--- src/hw/rtl/ntc_table.sv ---
`timescale 1ns / 1ps
// ----------------------------------------------------------------------------
// ntc_table
// target storage: position memory and alive memory, one write and one
// registered read per cycle
// ----------------------------------------------------------------------------
module ntc_table #(
  parameter int MAX_ENTRIES = 64,
  parameter int COORD_BITS  = 24,
  parameter int AW          = 6
) (
  input  logic                    clk_i,
  input  logic                    rst_ni,
  input  logic                    pos_we_i,
  input  logic                    alive_we_i,
  input  logic [AW-1:0]           wr_addr_i,
  input  logic [3*COORD_BITS-1:0] wr_pos_i,
  input  logic                    wr_alive_i,
  input  logic                    rd_en_i,
  input  logic [AW-1:0]           rd_addr_i,
  output logic                    rd_valid_o,
  output logic [AW-1:0]           rd_idx_o,
  output logic [3*COORD_BITS-1:0] rd_pos_o,
  output logic                    rd_alive_o
);

  logic [3*COORD_BITS-1:0] pos_mem [MAX_ENTRIES];
  logic                    alive_mem [MAX_ENTRIES];

  logic                    rd_valid_q;
  logic [AW-1:0]           rd_idx_q;
  logic [3*COORD_BITS-1:0] rd_pos_q;
  logic                    rd_alive_q;

  always_ff @(posedge clk_i) begin
    if (pos_we_i) begin
      pos_mem[wr_addr_i] <= wr_pos_i;
    end
    if (alive_we_i) begin
      alive_mem[wr_addr_i] <= wr_alive_i;
    end
    if (rd_en_i) begin
      rd_pos_q   <= pos_mem[rd_addr_i];
      rd_alive_q <= alive_mem[rd_addr_i];
      rd_idx_q   <= rd_addr_i;
    end
  end

  always_ff @(posedge clk_i or negedge rst_ni) begin
    if (!rst_ni) begin
      rd_valid_q <= 1'b0;
    end else begin
      rd_valid_q <= rd_en_i;
    end
  end

  assign rd_valid_o = rd_valid_q;
  assign rd_idx_o   = rd_idx_q;
  assign rd_pos_o   = rd_pos_q;
  assign rd_alive_o = rd_alive_q;

endmodule

--- config.mk ---
export PLATFORM = sky130hd
export DESIGN_NAME = ntc_table
export DESIGN_NICKNAME = d
export VERILOG_FILES = /design/src/hw/rtl/ntc_table.sv
export SDC_FILE = /design/constraint.sdc
export NUM_CORES = 2
export LEC_CHECK = 0
export BUFFER_PORTS_ARGS = -buffer_cell sky130_fd_sc_hd__buf_4
export CAP_MARGIN = 10
export CORE_AREA = 2 2 776 778
export DETAILED_ROUTE_END_ITERATION = 10
export DIE_AREA = 0 0 778 780
export GPL_ROUTABILITY_DRIVEN = 0
export PLACE_DENSITY = 0.55
export SLEW_MARGIN = 20
export SYNTH_ARGS = -nofsm -noshare
export SYNTH_HDL_FRONTEND = slang
export SYNTH_MEMORY_MAX_BITS = 65536
export SYNTH_SLANG_ARGS = --single-unit
--- constraint.sdc ---
create_clock -name clk_i -period 1.7 [get_ports clk_i]
set_input_delay 0.17 -clock clk_i [delete_from_list [all_inputs] [get_ports clk_i]]
set_output_delay 0.17 -clock clk_i [all_outputs]
set_load 0.01 [all_outputs]
==> run summary <==
DRC viols - 0
Async SR Flop Fraction - 0.0210%
Post-route insts no fill - 17500
Hold Path Class - input pin to flop
Slew HR - 51.4%
Total CTS buffers - 464
Routed WL - 583000 um
Initial antenna violation count - 72
Fin. Hold Viols - 0
Vias in the first global route - 93100
VDD IR-drop max - 1030 uV
CP Data Required Time - 1.53 ns
Slew Viols, Final - 0
Final setup fails - 93
H-tree depth - 5
RSZ-0062 raised after global routing - yes
R2r endpoint - rd_pos_o[0]$_DFFE_PP_
Clk_lat worst skew - 1.07 ns
Worst-margin pin slew - 0.730 ns
Total Routing Usage GR - 18.7%
R2R cell count - 4
Global-route wire length before repair - 792000 um
Slack of the critical path - -0.417 ns
Cell Area, Synth - 0.179 sq mm
Synthesis warning total - 0
CTS tree - yes
Clk Tree Root Cell - clkbuf_16
Wirelength per Cell - 33.4 um
Fillers - 53400
Delay-heaviest family, CP - flip-flops
Post-DRT Antenna Nets - 0
Main area contributors after synthesis - edfxtp_1 80%, mux4_2 15%, a22oi_1 1.2%, mux2i_1 0.81%, o22ai_1 0.51%
Syn nets - 7592
CTS sink count - 4752
Core footprint - 0.599 sq mm
Final nets - 9121
Vias - 92100
Failing checks - negative setup slack
Startpoint types - flop
Layout area overhead - 25.0%
CP endpoint kind - output port
Post-layout util - 37.3%
Top FF cell, synth - edfxtp_1
Leakage power - 70.4 nW
Num ports - 170
Outcome - complete, but fails checks
Sw Pwr - 53.9 mW
Cells after DPL - 16500
Post-synth EDFFs - 4751
CP max stage delay - 0.71 ns
Synthesized area per cell - 23.9 sq um
Clk slew on worst S/H paths - 0.06 ns
Switching fraction of total power - 21.7%
Final worst-path cycle share - 125%
Clock Tree Buf Depth - 4
Sequential power share - 52.7%
Synth Register Bits - 4752
First-iteration detailed-routing DRC count - 13500
Core Rows - 285
Cell Chain, Critical Path - buf_6
Post-route setup TNS - -14.29 ns
Remaining global-route overflow - 0
Post-layout min period - 2.12 ns
Share of total power in the clock network - 41.7%
Yosys top cell area share - 79.7%
Max cap viols - 0
Critical Path AT - 1.95 ns
Clk_skew - 0.0675 ns
Critical-path maximum fanout - 1
Cell count after synthesis - 7502
Reg2Reg Launch Point - pos_mem[12][0]$_DFFE_PP_
Fmax - 472 MHz
Die W - 778 um
Router iterations before antenna repair - 6
Yosys top cell by area - edfxtp_1
Slowest-stage cell, CP - edfxtp_1
Sequential fraction of the synthesis area - 79.7%
Pwr Density - 1110 mW/mm^2
Initial core utilization - 29.9%
Bufs and invs on worst path - 1
Most frequent cells after synthesis - 4751 x edfxtp_1, 1168 x mux4_2, 292 x a22oi_1, 181 x clkbuf_1, 172 x nor2_1
Dpl hpwl - 378000 um
Setup slack at placement - -1.08 ns
Largest net degree at the start of global routing - 65
Number of cells on the critical path - 1
PortBufs - 169
Cell Int Power - 194 mW
Comb pwr share - 5.7%
Die Height - 780 um
Crit path kind - flop to output port
Power Total - 248 mW
Most frequent cell after synthesis - edfxtp_1
Crit. Startpoint - rd_pos_o[0]$_DFFE_PP_
Fraction of layout cells with a size suffix above 1 - 37.4%
Slack of the worst reg-to-reg path - -0.05 ns
Distinct cells, synth - 27
Vias per Instance - 5.27
CP endpoint - rd_pos_o[0]
Die area - 0.607 sq mm
## logic make-up after synthesis
kind of cell	count (synthesis)	share of synthesized area [%]
compound gates	621	2.63
buf+inv	440	1.15
mux	1312	15.5
simple gates	377	0.982
flops	4752	79.7
## sequential cells by signal, indices dropped and copies added (netlist names)
signal and count:
pos_mem 4608, alive_mem 64, rd_idx_o 6, rd_pos_o 72
rd_valid_o 1, rd_alive_o 1
## cell usage in the layout (no fill, tap or decap), types with 11 or more instances in the layout
master,netlist,layout
edfxtp_1,4751,4751
mux4_2,1168,1168
buf_4,52,696
buf_12,0,609
clkbuf_16,0,468
a22oi_1,292,253
nand3_1,137,127
clkinv_1,0,103
mux2i_1,144,100
nor2_1,172,97
o22ai_1,145,96
dlygate4sd3_1,0,95
clkinv_2,0,93
clkbuf_1,181,92
buf_6,3,82
o211a_1,73,73
nor2_4,0,70
bufinv_16,0,50
o22ai_2,0,43
a22oi_2,0,39
a211oi_1,72,34
a211oi_2,0,28
mux2i_2,0,26
nand3b_1,24,24
o221ai_1,38,23
diode_2,0,20
mux2i_4,0,18
clkinvlp_4,0,15
nand2_1,17,13
o221ai_2,0,11
clkinv_16,0,11
## cell type report
type | count | area, sq um | share of cell area, %
diodes | 20 | 50.0 | 0.0224
clock inverters | 300 | 3160 | 1.41
well taps | 8036 | 10100 | 4.49
multi-input cells | 2310 | 36200 | 16.2
flip-flops and latches | 4752 | 143000 | 63.8
clock buffers | 557 | 12000 | 5.36
inverters | 10 | 37.5 | 0.0168
repair buffers | 1493 | 19500 | 8.74
## how the worst min path moves through the flow
stage,depth (start not counted),to,slack (ns),from
2_1_floorplan,0,rd_valid_o$_DFF_PN0_,-0.13,rst_ni
3_3_place_gp,1,rd_valid_o$_DFF_PN0_,-0.04,rst_ni
3_5_place_dp,1,rd_valid_o$_DFF_PN0_,-0.04,rst_ni
4_1_cts,5,rd_pos_o[0]$_DFFE_PP_,0.003,rd_addr_i[5]
5_1_grt,5,rd_pos_o[37]$_DFFE_PP_,0.09,rd_addr_i[5]
6_report,5,rd_pos_o[44]$_DFFE_PP_,0.09,rd_addr_i[5]
## power by group through the flow
| stage | clock (mW) | sequential [mW] | combinational, mW |
|---|---|---|---|
| floorplan | 0 | 133 | 6.09 |
| global placement | 0 | 133 | 13.1 |
| detailed placement | 0 | 133 | 13.3 |
| CTS | 105 | 131 | 13.9 |
| global route | 109 | 131 | 14.7 |
| finish | 103 | 131 | 14.0 |
## per-stage QoR
step                      hold WS (ns)  cell area [sq um]
after floorplan                 -0.126             180000
after global placement         -0.0355             206000
after detailed placement       -0.0376             206000
after CTS                      0.00278             223000
after global routing            0.0863             224000
final                           0.0869             224000
## layer usage
metal	up-vias	track usage [%]	part of all wire (%)	wire (um)
li1	35800	-	-	-
met1	50800	26.1	41	239000
met2	4687	30.5	48	281000
met3	780	3.20	8.2	47700
met4	36	4.63	2.7	15600
met5	-	0	0.039	225
## timing repair
item,4_1_cts,5_1_grt
cloned,0,3
endpoints found under the setup margin,128,172
pin swaps,50,60
endpoints found under the hold margin,5125,1
hold buffers,96,1
buffers inserted,0,2
gates resized for setup,219,116
No activity file was read; power rests on OpenSTA's default activity.
